File: config.mk
export PLATFORM = sky130hd
export DESIGN_NAME = pulse_train_sequencer
export DESIGN_NICKNAME = d
export VERILOG_FILES = /design/src/rtl/core/pts_pkg.sv /design/src/rtl/core/pts_cfg_regs.sv /design/src/rtl/core/pts_engine.sv /design/src/rtl/core/pulse_train_sequencer.sv
export SDC_FILE = /design/constraint.sdc
export NUM_CORES = 1
export LEC_CHECK = 0
export BUFFER_PORTS_ARGS = -buffer_cell sky130_fd_sc_hd__buf_2
export CAP_MARGIN = 20
export CORE_MARGIN = 2
export CORE_UTILIZATION = 47
export DETAILED_ROUTE_END_ITERATION = 8
export PLACE_DENSITY = 0.65
export SYNTH_ARGS = -nofsm -noshare
export SYNTH_HDL_FRONTEND = slang
export SYNTH_SLANG_ARGS = --single-unit
File: constraint.sdc
create_clock -name clk_i -period 5.75 [get_ports clk_i]
set_input_delay 0.575 -clock clk_i [delete_from_list [all_inputs] [get_ports clk_i]]
set_output_delay 0.575 -clock clk_i [all_outputs]
set_load 0.05 [all_outputs]
File: src/rtl/core/pts_pkg.sv
`default_nettype none

package pts_pkg;

  localparam int unsigned CFG_WIDTH      = 32;
  localparam int unsigned REP_WIDTH      = 16;
  localparam int unsigned GATE_WIDTH     = 16;
  localparam int unsigned CMD_WIDTH      = 2;
  localparam int unsigned PADDR_WIDTH    = 4;
  localparam int unsigned TIME_WIDTH_DEF = 32;

  localparam logic [GATE_WIDTH-1:0] GATE_OPEN = GATE_WIDTH'(1);
  localparam logic [REP_WIDTH-1:0]  REP_RESET = REP_WIDTH'(1);

  typedef enum logic [1:0] {
    PH_IDLE = 2'd0,
    PH_WAIT = 2'd1,
    PH_ON   = 2'd2,
    PH_GAP  = 2'd3
  } phase_e;

  typedef enum logic [CMD_WIDTH-1:0] {
    CMD_TICK  = 2'd0,
    CMD_START = 2'd1,
    CMD_STOP  = 2'd2,
    CMD_NOP   = 2'd3
  } cmd_e;

  typedef enum logic [1:0] {
    REG_DELAY    = 2'd0,
    REG_DURATION = 2'd1,
    REG_PERIOD   = 2'd2,
    REG_REPEAT   = 2'd3
  } reg_idx_e;

  typedef struct packed {
    logic [CFG_WIDTH-1:0] delay_ticks;
    logic [CFG_WIDTH-1:0] duration_ticks;
    logic [CFG_WIDTH-1:0] period_ticks;
    logic [REP_WIDTH-1:0] repeat_count;
  } cfg_t;

  typedef struct packed {
    logic [CMD_WIDTH-1:0]  cmd;
    logic                  gate_present;
    logic [GATE_WIDTH-1:0] gate_value;
  } item_t;

  typedef struct packed {
    phase_e phase;
    logic   changed;
    logic   on_event;
    logic   off_event;
  } result_t;

endpackage

`default_nettype wire

File: src/rtl/core/pts_cfg_regs.sv
`default_nettype none

module pts_cfg_regs
  import pts_pkg::*;
(
  input  wire logic                   clk_i,
  input  wire logic                   rst_ni,
  input  wire logic                   psel,
  input  wire logic                   penable,
  input  wire logic                   pwrite,
  input  wire logic [PADDR_WIDTH-1:0] paddr,
  input  wire logic [CFG_WIDTH-1:0]   pwdata,
  output      logic [CFG_WIDTH-1:0]   prdata,
  output      logic                   pready,
  output      cfg_t                   cfg_o
);

  cfg_t     cfg_q, cfg_d;
  reg_idx_e idx;
  logic     wr_en;

  assign idx    = reg_idx_e'(paddr[3:2]);
  assign wr_en  = psel && penable && pwrite;
  assign pready = 1'b1;
  assign cfg_o  = cfg_q;

  always_comb begin
    cfg_d = cfg_q;
    if (wr_en) begin
      case (idx)
        REG_DELAY:    cfg_d.delay_ticks    = pwdata;
        REG_DURATION: cfg_d.duration_ticks = pwdata;
        REG_PERIOD:   cfg_d.period_ticks   = pwdata;
        REG_REPEAT:   cfg_d.repeat_count   = pwdata[REP_WIDTH-1:0];
        default:      cfg_d                = cfg_q;
      endcase
    end
  end

  always_comb begin
    case (idx)
      REG_DELAY:    prdata = cfg_q.delay_ticks;
      REG_DURATION: prdata = cfg_q.duration_ticks;
      REG_PERIOD:   prdata = cfg_q.period_ticks;
      REG_REPEAT:   prdata = CFG_WIDTH'(cfg_q.repeat_count);
      default:      prdata = '0;
    endcase
  end

  always_ff @(posedge clk_i or negedge rst_ni) begin
    if (!rst_ni) begin
      cfg_q.delay_ticks    <= '0;
      cfg_q.duration_ticks <= '0;
      cfg_q.period_ticks   <= '0;
      cfg_q.repeat_count   <= REP_RESET;
    end else begin
      cfg_q <= cfg_d;
    end
  end

endmodule

`default_nettype wire

File: src/rtl/core/pts_engine.sv
`default_nettype none

module pts_engine
  import pts_pkg::*;
#(
  parameter int unsigned TimeWidth = TIME_WIDTH_DEF
) (
  input  wire logic    clk_i,
  input  wire logic    rst_ni,
  input  wire logic    step_i,
  input  wire item_t   item_i,
  input  wire cfg_t    cfg_i,
  output      result_t result_o
);

  localparam int unsigned CmpWidth = (TimeWidth > CFG_WIDTH) ? TimeWidth : CFG_WIDTH;

  phase_e                phase_q, phase_d;
  logic [TimeWidth-1:0]  elapsed_q, elapsed_d;
  logic [REP_WIDTH-1:0]  repeats_q, repeats_d;

  logic [TimeWidth-1:0]  elapsed_inc;
  logic [CmpWidth-1:0]   et;
  logic [CFG_WIDTH-1:0]  gap_ticks;
  logic [REP_WIDTH-1:0]  repeats_dec;
  cmd_e                  cmd;

  assign cmd         = cmd_e'(item_i.cmd);
  assign elapsed_inc = (elapsed_q == {TimeWidth{1'b1}}) ? elapsed_q
                                                         : elapsed_q + TimeWidth'(1);
  assign et          = CmpWidth'(elapsed_inc);
  assign gap_ticks   = cfg_i.period_ticks - cfg_i.duration_ticks;
  assign repeats_dec = (repeats_q != '0) ? repeats_q - REP_WIDTH'(1) : '0;

  always_comb begin
    phase_d   = phase_q;
    elapsed_d = elapsed_q;
    repeats_d = repeats_q;
    result_o  = '{phase: phase_q, changed: 1'b0, on_event: 1'b0, off_event: 1'b0};
    case (cmd)
      CMD_START: begin
        elapsed_d = '0;
        phase_d   = PH_WAIT;
      end
      CMD_STOP: begin
        phase_d = PH_IDLE;
      end
      CMD_TICK: begin
        elapsed_d = elapsed_inc;
        case (phase_q)
          PH_WAIT: begin
            if (et >= CmpWidth'(cfg_i.delay_ticks)) begin
              repeats_d         = cfg_i.repeat_count;
              phase_d           = PH_ON;
              result_o.on_event = !(item_i.gate_present && item_i.gate_value != GATE_OPEN);
              elapsed_d         = '0;
              result_o.changed  = 1'b1;
            end
          end
          PH_ON: begin
            if (et >= CmpWidth'(cfg_i.duration_ticks)) begin
              repeats_d          = repeats_dec;
              phase_d            = (repeats_dec == '0) ? PH_IDLE : PH_GAP;
              result_o.off_event = 1'b1;
              elapsed_d          = '0;
              result_o.changed   = 1'b1;
            end
          end
          PH_GAP: begin
            if (et >= CmpWidth'(gap_ticks)) begin
              phase_d           = PH_ON;
              result_o.on_event = 1'b1;
              elapsed_d         = '0;
              result_o.changed  = 1'b1;
            end
          end
          default: begin
          end
        endcase
      end
      default: begin
      end
    endcase
    result_o.phase = phase_d;
  end

  always_ff @(posedge clk_i or negedge rst_ni) begin
    if (!rst_ni) begin
      phase_q   <= PH_IDLE;
      elapsed_q <= '0;
      repeats_q <= '0;
    end else if (step_i) begin
      phase_q   <= phase_d;
      elapsed_q <= elapsed_d;
      repeats_q <= repeats_d;
    end
  end

endmodule

`default_nettype wire

File: src/rtl/core/pulse_train_sequencer.sv
// An accepted word is captured in the input register; its result is then registered in
// the result register when the engine steps, which waits while the output is stalled.
// Throughput: one word per cycle while the output is not stalled; the input and result
// registers form a two-stage pipeline; the state update is a single compare and increment.
// Reset (rst_ni low, asynchronous): phase idle, elapsed count and repeats cleared,
// configuration at its reset values, both pipeline stages empty.
`default_nettype none

module pulse_train_sequencer
  import pts_pkg::*;
#(
  parameter int unsigned TIME_WIDTH = TIME_WIDTH_DEF
) (
  input  wire logic                   clk_i,
  input  wire logic                   rst_ni,
  input  wire logic                   in_valid_i,
  output      logic                   in_ready_o,
  input  wire logic [CMD_WIDTH-1:0]   cmd_i,
  input  wire logic                   gate_present_i,
  input  wire logic [GATE_WIDTH-1:0]  gate_value_i,
  output      logic                   out_valid_o,
  input  wire logic                   out_ready_i,
  output      logic [1:0]             phase_o,
  output      logic                   changed_o,
  output      logic                   on_event_o,
  output      logic                   off_event_o,
  input  wire logic                   psel,
  input  wire logic                   penable,
  input  wire logic                   pwrite,
  input  wire logic [PADDR_WIDTH-1:0] paddr,
  input  wire logic [CFG_WIDTH-1:0]   pwdata,
  output      logic [CFG_WIDTH-1:0]   prdata,
  output      logic                   pready
);

  cfg_t    cfg;
  item_t   item_q;
  logic    item_valid_q;
  result_t res_d, res_q;
  logic    res_valid_q;
  logic    step;

  pts_cfg_regs u_cfg (
    .clk_i   (clk_i),
    .rst_ni  (rst_ni),
    .psel    (psel),
    .penable (penable),
    .pwrite  (pwrite),
    .paddr   (paddr),
    .pwdata  (pwdata),
    .prdata  (prdata),
    .pready  (pready),
    .cfg_o   (cfg)
  );

  pts_engine #(
    .TimeWidth (TIME_WIDTH)
  ) u_engine (
    .clk_i    (clk_i),
    .rst_ni   (rst_ni),
    .step_i   (step),
    .item_i   (item_q),
    .cfg_i    (cfg),
    .result_o (res_d)
  );

  assign step       = item_valid_q && (!res_valid_q || out_ready_i);
  assign in_ready_o = !item_valid_q || step;

  always_ff @(posedge clk_i or negedge rst_ni) begin
    if (!rst_ni) begin
      item_valid_q <= 1'b0;
      res_valid_q  <= 1'b0;
    end else begin
      if (in_ready_o) begin
        item_valid_q <= in_valid_i;
      end
      if (step) begin
        res_valid_q <= 1'b1;
      end else if (out_ready_i) begin
        res_valid_q <= 1'b0;
      end
    end
  end

  always_ff @(posedge clk_i) begin
    if (in_ready_o && in_valid_i) begin
      item_q <= '{cmd: cmd_i, gate_present: gate_present_i, gate_value: gate_value_i};
    end
    if (step) begin
      res_q <= res_d;
    end
  end

  assign out_valid_o = res_valid_q;
  assign phase_o     = res_q.phase;
  assign changed_o   = res_q.changed;
  assign on_event_o  = res_q.on_event;
  assign off_event_o = res_q.off_event;

endmodule

`default_nettype wire

==> results.ini, run 1 <==
[run_status]
status=finished clean

[global_route]
grt_pass1_vias=10024
grt_pass1_wl_mm=52.3
grt_max_degree=73
overflow=0
antenna_found_initial=0
grtUsageTotal_pct=23.1

[synthesis]
synth.top_cells.by_area=dfrtp_1 (32%), ha_1 (13%), mux2_2 (7.2%), edfxtp_1 (5.6%), nand2_1 (3.3%)
synth_warnings=0
seq_area_frac_synth_pct=37.5
synth_top_area_share_pct=31.7
syn_avg_cell_area_um2=9.97
synth_top_cell_by_area=dfrtp_1
syn_nets=1487
synth_cell_type_count=82
synth_edf_count=24
synthesis.area_mm2=0.0129
netlist_instances=1290
synthArstFlopShare_pct=87.2
yosys_most_used_dff=dfrtp_1
ys_ff_latch=188

[critical_path]
reg2reg_slack_ps=290
cp-start-kind=register
rr_worst_depth=24
crit_end=u_engine.elapsed_q[6]
reg2reg_to=u_engine.elapsed_q[6]
critPathKind=reg2reg
critPathLaunch=u_cfg.cfg_o[16]
end_kind=register
critPathArrivalTime_ps=5800
rr_startpoint=u_cfg.cfg_o[16]
worstPathRequired_ps=6090
crit_path_max_fanout=12

[pwr]
seqPwrFrac_pct=34.2
combPwrFrac_pct=44.5
power_leakage_uw=0.00678
clkPwrFrac_pct=21.3
peakVddDrop_mv=0.199
power.density_mw_per_mm2=382
p_int_uw=3200
power.switching_uw=2280
switching_share_pct=41.6

[timing]
slew_headroom_pct=26.2
period_needed_ps=5460
tns_ps=0
finClkSkew_ps=11.4
setup_viol=0
tightest_slew_ps=1110
hold_viol=0
period_share_pct=95.0
fmaxAchievable_ghz=0.183
hold_ws_ps=134
rsz0062_at_grt=no
maxSlewViolCount=0

[routing]
routedWlPerCell_um=18.4
drtAntennaViolNets=0
vias_per_cell=5.75
via_count=9970
first_pass_iters=5
drt_wl_total_mm=31.9
drtIter0Drc=620
drc_errors=0

[clocking]
numClockSinks=188
htree_levels=4
path_clk_slew_ps=80
cts_buffers=17
clock_latency_ps=450
clockBufferDepth=2
cts_tree=done
cts_root_buffer=clkbuf_16

[layout]
area_growth_pct=11.5
fin_nets=1576
mostFrequentLayoutCells=dfrtp_1 (163), ha_1 (134), nand2_1 (113)
insertedDiodeCount=0
fin_cells=1733
drive_gt1_share_pct=19.4
layout_commonest_cell=dfrtp_1

[floorplan]
die_w_um=169
ios=102
core_mm2=0.0270
die-area_mm2=0.0287
std_cell_rows=60
die_h_um=169
start_util_pct=47.7

[place]
portBuffers=98
hpwl_mm=23.9
routabilityCongestion=0.848
dp_cells=1701

[run]
cap_violations=0

[hold_path]
hold_path.class=in2async

[layer usage]
metal	up-vias	share of wire (%)	GRT usage, %
met5	-	0	0
met4	0	1.5	6.91
met3	30	3.3	3.38
met2	184	49	39.2
met1	4870	47	30.7
li1	4886	-	-
[how the worst min path moves through the flow]
| stage | start | endpoint | depth (start not counted) | slack [ps] |
|---|---|---|---|---|
| final | rst_ni | u_engine.repeats_q[6] | 1 | 130 |
| after global routing | rst_ni | u_engine.repeats_q[6] | 1 | 190 |
| after CTS | rst_ni | u_engine.repeats_q[6] | 1 | 170 |
| after detailed placement | item_valid_q | out_valid_o | 1 | 490 |
| after global placement | item_valid_q | out_valid_o | 1 | 470 |
| after floorplan | rst_ni | item_valid_q | 0 | 280 |
[state kept, by name, indices dropped and copies added (netlist names)]
name and cells:
changed_o 1, item_q 19, item_valid_q 1, off_event_o 1
on_event_o 1, out_valid_o 1, phase_o 2, u_cfg.cfg_o 112
u_engine.elapsed_q 32, u_engine.phase_q 2, u_engine.repeats_q 16
[layout make-up]
class,instances,area [µm²]
inverter,99,372
fill,2464,12600
timing repair buffer,114,642
multi-input combinational,959,7520
tap,341,427
clock buffer,17,425
sequential,188,4830
clock inverter,15,131
[power groups by stage]
stage               Clock, µW  Sequential [µW]  Combinational [µW]
finish                   1170             1870                2440
global route             1240             1910                2720
CTS                      1180             1870                2440
detailed placement          0             1900                2420
global placement            0             1880                2380
floorplan                   0             1820                1900
[Yosys cell counts, types with 16 or more instances]
cell type and instances:
inv_1 99, clkbuf_1 30, o21ai_1 25, o21ai_0 71, nand3_1 29, mux2i_1 17, xor2_1 24, ha_1 134
dfrtp_1 163, edfxtp_1 24, nor3_1 23, mux2_2 82, a21o_1 34, xnor2_1 36, nor2_1 53, mux4_2 16
a21oi_1 76, a22o_1 32, nand2_1 113, nand4_1 17, nand2b_1 16
[kinds of logic (layout without fill, tap and decap cells)]
| logic type | Yosys count | after routing | synth area share (%) |
|---|---|---|---|
| DFF | 188 | 188 | 37.5 |
| and+or+nand+nor | 316 | 316 | 12.3 |
| muxes | 117 | 117 | 11.5 |
| other | 1 | 1 | 0.0291 |
| adders and majority gates | 135 | 135 | 13.2 |
| AOI/OAI and AO/OA | 330 | 330 | 17.2 |
| xor gates and xnor gates | 60 | 60 | 4.08 |
| buffers and inverters | 143 | 245 | 4.28 |
[worst max-delay path, stage by stage (launching register included)]
cell and delay [ps]:
dfrtp_1 380, inv_1 80, ha_1 180, inv_1 60, fa_1 400, a21o_1 190, a21oi_2 190, o21ai_2 100
a2111oi_4 420, o31ai_1 220, or4_1 450, a31o_1 240, a21oi_2 140, xor2_1 80, ha_1 290, nand4_1 90
nand2b_1 170, nor3_2 180, o211ai_1 140, a211o_1 340, a31oi_2 270, a311oi_4 150, buf_4 220, a21o_1 180
a22o_1 180
[stage by stage]
step	cell area, µm²	total power (µW)	setup WS [ps]	util (%)
global route	14300	5870	18.0	53.2
global placement	13800	4260	126	51.1
CTS	14300	5490	22.1	53.1
detailed placement	13800	4320	56.5	51.1
finish	14300	5470	287	53.2
floorplan	12900	3720	839	-
[what timing repair did]
action,4_1_cts,5_1_grt
buffers inserted,0,0
hold buffers,0,0
resized for setup,0,4
setup endpoints to repair,0,34
Note: power is estimated with default switching activity, not from simulation.
==> run 2: changes to the inputs <==
--- a/config.mk
+++ b/config.mk
@@ -7,7 +7,8 @@
 export LEC_CHECK = 0
 export BUFFER_PORTS_ARGS = -buffer_cell sky130_fd_sc_hd__buf_2
 export CAP_MARGIN = 20
-export CORE_MARGIN = 2
+export CORE_ASPECT_RATIO = 1.4
+export CORE_MARGIN = 10
 export CORE_UTILIZATION = 47
 export DETAILED_ROUTE_END_ITERATION = 8
 export PLACE_DENSITY = 0.65
==> constraint.sdc (replaced) <==
create_clock -name clk_i -period 6.6 [get_ports clk_i]
set_input_delay 0.66 -clock clk_i [delete_from_list [all_inputs] [get_ports clk_i]]
set_output_delay 0.66 -clock clk_i [all_outputs]
set_load 0.05 [all_outputs]
==> run 2 against run 1 <==
  * Register-to-register slack gained 400 ps
  * Sequential power shrank 13%
  * Sequential cell count is the same
  * Critical endpoint unchanged
  * Design area grew 0.44%
  * Global-route usage shrank 3.6 points
  * Clock-buffer cell count is the same
  * Clock skew shrank 1.4 ps
  * Clock power shrank 6%
  * Highest routed layer unchanged
  * Cell count grew 1.3%
  * Total power shrank 11%
==> results.ini, run 2 (same netlist as run 1, synthesis figures left out) <==
[place]
hpwl_mm=25.0  ; +4.5%
place_area_mm2=0.0138  ; about the same
routabilityCongestion=0.869  ; +2.5%
portBuffers=98  ; unchanged

[run_status]
status=finished clean

[pwr]
power.density_mw_per_mm2=337  ; -12%
peakVddDrop_mv=0.181  ; -9.3%
power_leakage_uw=0.00679  ; +0.13%

[routing]
drtIter0Drc=477  ; -23%
drt_wl_total_mm=33.5  ; +4.9%
first_pass_iters=5  ; unchanged
via_count=10178  ; +2.1%
vias_per_cell=5.80  ; +0.75%
drtAntennaViolNets=0  ; unchanged
drc_errors=0  ; unchanged
routedWlPerCell_um=19.1  ; +3.5%

[clocking]
cts_root_buffer=clkbuf_16
cts_tree=done
htree_levels=4  ; unchanged
cts_setup_buffers=0  ; unchanged
holdBufCountCts=0  ; unchanged
cts_buffers=17  ; unchanged
numClockSinks=188  ; unchanged
clock_latency_ps=450  ; about the same
post_cts_resized=0  ; unchanged
path_clk_slew_ps=80  ; about the same
clockBufferDepth=2  ; unchanged

[critical_path]
rr_worst_depth=25  ; +4.2%
critPathArrivalTime_ps=6260  ; +460 ps
critPathKind=reg2reg
cp-start-kind=register
reg2reg_to=u_engine.elapsed_q[6]
reg2reg_slack_ps=680  ; +400 ps
worstPathRequired_ps=6950  ; +860 ps
crit_path_max_fanout=46  ; +34
rr_startpoint=u_cfg.cfg_o[16]
end_kind=register

[timing]
setup_viol=0  ; unchanged
finClkSkew_ps=10.1  ; -1.35 ps
maxSlewViolCount=0  ; unchanged
hold_viol=0  ; unchanged
period_needed_ps=5920  ; +454 ps
fmaxAchievable_ghz=0.169  ; -7.7%
slew_headroom_pct=21.1  ; -5.2 points
period_share_pct=89.7  ; -5.4 points
tns_ps=0  ; unchanged
hold_ws_ps=250  ; +116 ps
rsz0062_at_grt=no
tightest_slew_ps=1180  ; +77.7 ps

[hold_path]
hold_path.class=in2async

[global_route]
antenna_found_initial=1  ; +1
grt_max_degree=88  ; +21%
overflow=0  ; unchanged
grt_pass1_vias=10596  ; +5.7%
grtUsageTotal_pct=19.5  ; -3.6 points
grt_pass1_wl_mm=55.0  ; +5.3%

[layout]
final_util_pct=53.5  ; +0.30 points
postLayoutCellArea_mm2=0.0144  ; +0.44%
drive_gt1_share_pct=19.1  ; -0.33 points
largest_reg_flops=112  ; unchanged
fin_nets=1574  ; -0.13%
fillCellCount=2448  ; -0.65%
area_growth_pct=12.0
mostFrequentLayoutCells=dfrtp_1 (163), ha_1 (134), nand2_1 (113)
layout_commonest_cell=dfrtp_1

[floorplan]
die_w_um=160  ; -5.7%
std_cell_rows=71  ; +18%
ios=102  ; unchanged
die-area_mm2=0.0345  ; +20%
start_util_pct=47.8  ; +0.060 points
core_mm2=0.0269  ; -0.13%
die_h_um=216  ; +27%

[run]
cap_violations=0  ; unchanged

==> run 2: cell types whose count changed in the layout (fill, tap and decap cells not counted), moves of 2 or more <==
cell / previous run / this run
inv_6: 5 / 2
bufinv_16: 0 / 3
buf_4: 14 / 12
clkinvlp_4: 2 / 4
==> run 2: routing by layer <==
layer,GRT usage (%),wire (µm)
met1,22.6,14000
met2,35.5,17400
met3,3.05,1150
met4,6.78,874
met5,1.76,0
==> run 2: worst max-delay path, stage by stage (launching register included) <==
cell and delay (ps):
dfrtp_1 380, inv_1 70, ha_1 170, inv_1 60, fa_1 410, a21o_1 190
a21oi_2 230, o21ai_2 110, a2111oi_4 470, o31ai_1 210, or4_1 460, a31o_1 250
a21oi_2 150, xor2_1 80, ha_1 290, nand4_1 120, nand2b_1 180, nor3_1 270
o21ai_0 240, nor4bb_1 210, buf_4 150, a31oi_1 340, a311oi_4 170, buf_12 220
a21o_1 200, a22o_1 170
==> run 2: power by group <==
group	switching, µW	total, µW	internal, µW
combinational	1240	2120	882
clock	499	1100	604
sequential	228	1630	1400
==> run 2: how the worst max path moves through the flow <==
stage / slack, ps / to / start / cells after the start
final: 680 / u_engine.elapsed_q[6] / u_cfg.cfg_o[16] / 25
after global routing: 370 / u_engine.elapsed_q[6] / u_cfg.cfg_o[16] / 25
after CTS: 720 / u_engine.elapsed_q[6] / u_cfg.cfg_o[16] / 25
after detailed placement: 750 / u_engine.elapsed_q[6] / u_cfg.cfg_o[16] / 25
after global placement: 820 / u_engine.elapsed_q[6] / u_cfg.cfg_o[16] / 25
after floorplan: 1690 / u_engine.elapsed_q[20] / u_cfg.cfg_o[16] / 23
==> run 2: per-stage QoR <==
stage | power, µW | setup slack [ps] | std cells
floorplan | 3240 | 1690 | 1290
global placement | 3710 | 824 | 1722
detailed placement | 3760 | 754 | 1722
CTS | 4880 | 723 | 1754
global route | 5220 | 371 | 1756
finish | 4860 | 683 | 1756
==> run 2: cell type report <==
type,count,area (µm²),share of cell area (%)
Multi-Input combinational cell,959,7500,52.1
Sequential cell,188,4830,33.5
Timing Repair Buffer,112,634,4.40
Tap cell,365,457,3.17
Clock buffer,17,425,2.95
Inverter,99,372,2.58
Clock inverter,15,190,1.32
Antenna cell,1,2.50,0.0174
==> run 3: changes to the inputs <==
--- a/config.mk
+++ b/config.mk
@@ -6,11 +6,12 @@
 export NUM_CORES = 1
 export LEC_CHECK = 0
 export BUFFER_PORTS_ARGS = -buffer_cell sky130_fd_sc_hd__buf_2
-export CAP_MARGIN = 20
+export CAP_MARGIN = 25
 export CORE_ASPECT_RATIO = 1.4
 export CORE_MARGIN = 10
 export CORE_UTILIZATION = 47
 export DETAILED_ROUTE_END_ITERATION = 8
+export GPL_TIMING_DRIVEN = 0
 export PLACE_DENSITY = 0.65
 export SYNTH_ARGS = -nofsm -noshare
 export SYNTH_HDL_FRONTEND = slang
==> run 3 against run 2 <==
  * Clock power is 4% lower
  * Utilization grew 0.15 points
  * First-iteration DRC count grew 9.0%
  * Via count is 1.0% higher
==> results.ini, run 3 (same netlist as run 1, synthesis figures left out) <==
[run_status]
status=finished clean

[critical_path]
cp-start-kind=register
worstPathRequired_ps=6980  ; +30 ps
critPathKind=reg2reg
worst_path_largest_cell_delay_ps=650  ; +180 ps
crit_chain=inv_1 -> ha_1 -> inv_1 -> fa_1 -> a21o_1 -> a21oi_2 -> o21ai_2 -> a2111oi_4 -> o31ai_1 -> or4_1 -> a31o_1 -> a21oi_2 -> xor2_1 -> ha_1 -> nand4_1 -> nand2b_1 -> nor3_1 -> o21ai_0 -> nor4bb_1 -> a31oi_1 -> a311oi_4 -> buf_2 -> a21oi_1 -> a31oi_1
crit_path_top_delay_cell=nor4bb_1
crit_path_max_fanout=10  ; -78%
end_kind=register
critPathArrivalTime_ps=6720  ; +460 ps

[layout]
mostFrequentLayoutCells=dfrtp_1 (163), ha_1 (134), nand2_1 (113)
fin_cells=1784  ; +1.6%
area_growth_pct=12.3
final_util_pct=53.7  ; +0.15 points
largest_reg_flops=112  ; unchanged
insertedDiodeCount=0  ; -1
fillCellCount=2470  ; +0.90%
drive_gt1_share_pct=17.9  ; -1.2 points
fin_nets=1603  ; +1.8%
layout_commonest_cell=dfrtp_1

[routing]
first_pass_iters=5  ; unchanged
drtIter0Drc=520  ; +9.0%
drt_wl_total_mm=35.8  ; +6.9%
vias_per_cell=5.76  ; -0.56%
routedWlPerCell_um=20.1  ; +5.3%
drc_errors=0  ; unchanged
via_count=10282  ; +1.0%
drtAntennaViolNets=0  ; unchanged

[floorplan]
start_util_pct=47.8  ; unchanged
ios=102  ; unchanged
core_mm2=0.0269  ; unchanged
die_w_um=160  ; unchanged
die_h_um=216  ; unchanged
die-area_mm2=0.0345  ; unchanged
std_cell_rows=71  ; unchanged

[clocking]
numClockSinks=188  ; unchanged
htree_levels=4  ; unchanged
clock_latency_ps=460  ; about the same
cts_tree=done
cts_buffers=17  ; unchanged
clockBufferDepth=2  ; unchanged
cts_root_buffer=clkbuf_16
cts_setup_buffers=0  ; unchanged
path_clk_slew_ps=70  ; about the same

[place]
routabilityCongestion=0.889  ; +2.3%
dp_cells=1752  ; +1.7%
portBuffers=96  ; -2.0%
hpwl_mm=27.8  ; +12%

[global_route]
overflow=0  ; unchanged
antenna_found_initial=0  ; -1
grt_use_met3_pct=3.87  ; +0.82 points
grt_max_degree=90  ; +2.3%
busiest_layer=met2
grtUsageMet1_pct=24.3  ; +1.7 points
grt_pass1_wl_mm=58.1  ; +5.7%
grt_pass1_vias=10717  ; +1.1%
use_met2_pct=37.9  ; +2.4 points
grtUsageTotal_pct=21.1  ; +1.5 points

[pwr]
peakVddDrop_mv=0.209  ; +16%
power_leakage_uw=0.00679  ; about the same
power.density_mw_per_mm2=335  ; -0.62%

[timing]
fmaxAchievable_ghz=0.158  ; -6.7%
rsz0062_at_grt=no
finClkSkew_ps=10.1  ; +0.00500 ps
setup_viol=0  ; unchanged
hold_viol=0  ; unchanged
period_needed_ps=6340  ; +426 ps
tightest_slew_ps=1080  ; -100 ps
period_share_pct=96.1  ; +6.5 points
slew_headroom_pct=27.7  ; +6.7 points
tns_ps=0  ; unchanged
maxSlewViolCount=0  ; unchanged

[hold_path]
hold_path.class=in2async

[run]
cap_violations=0  ; unchanged

-- run 3: power breakdown --
group / switching (µW) / internal [µW] / leakage, µW
clock network: 470 / 592 / 0.000286
registers: 226 / 1400 / 0.00229
logic: 1270 / 880 / 0.00422
-- run 3: layer usage --
metal / up-vias / wire length [µm]
li1: 4954 / -
met1: 5043 / 14600
met2: 235 / 18800
met3: 50 / 1310
met4: 0 / 1050
met5: - / 0
-- run 3: worst paths after layout --
kind	end	depth (start not counted)	startpoint	slack [ps]
max in group asynchronous	u_cfg.cfg_o[0]	2	rst_ni	5550
hold reg to reg	out_valid_o	1	item_valid_q	490
setup / recovery	u_engine.elapsed_q[27]	24	u_cfg.cfg_o[16]	260
setup reg to reg	u_engine.elapsed_q[27]	24	u_cfg.cfg_o[16]	260
min in group clk_i	item_q[3]	1	gate_value_i[3]	380
hold / removal	u_cfg.cfg_o[30]	1	rst_ni	160
-- run 3: critical path, delay by kind of cell (launching register included) --
| kind | cells | cell delay (ps) |
|---|---|---|
| AO/OA/AOI/OAI | 12 | 2920 |
| AND/OR/NAND/NOR | 5 | 1440 |
| adder cells (fa/ha/maj) | 3 | 850 |
| buffers and inverters | 3 | 500 |
| flip-flops | 1 | 370 |
| XOR/XNOR | 1 | 150 |
-- run 3: per-stage QoR --
| stage | hold WS (ps) | cell area (µm²) | power, µW | worst slack (ps) |
|---|---|---|---|---|
| final | 156 | 14400 | 4840 | 257 |
| after global routing | 205 | 14400 | 5190 | 29.2 |
| after CTS | 180 | 14400 | 4850 | 356 |
| after detailed placement | 483 | 13800 | 3780 | 384 |
| after global placement | 486 | 13800 | 3730 | 409 |
| after floorplan | 364 | 12900 | 3240 | 1690 |
-- run 3: cell type report --
cell class | count | area (µm²) | area share, %
buffer | 44 | 179 | 1.24
clock buffer | 23 | 479 | 3.32
clock inverter | 9 | 113 | 0.780
inverter | 99 | 372 | 2.57
multi-input combinational | 959 | 7500 | 51.9
sequential | 188 | 4830 | 33.4
tap | 365 | 457 | 3.16
timing repair buffer | 97 | 518 | 3.59
-- run 3: repair_timing --
item                                   CTS  global route
resized for setup                        0             1
hold buffers                             0             0
endpoints found under the hold margin    0             0
setup endpoints to repair                0             1
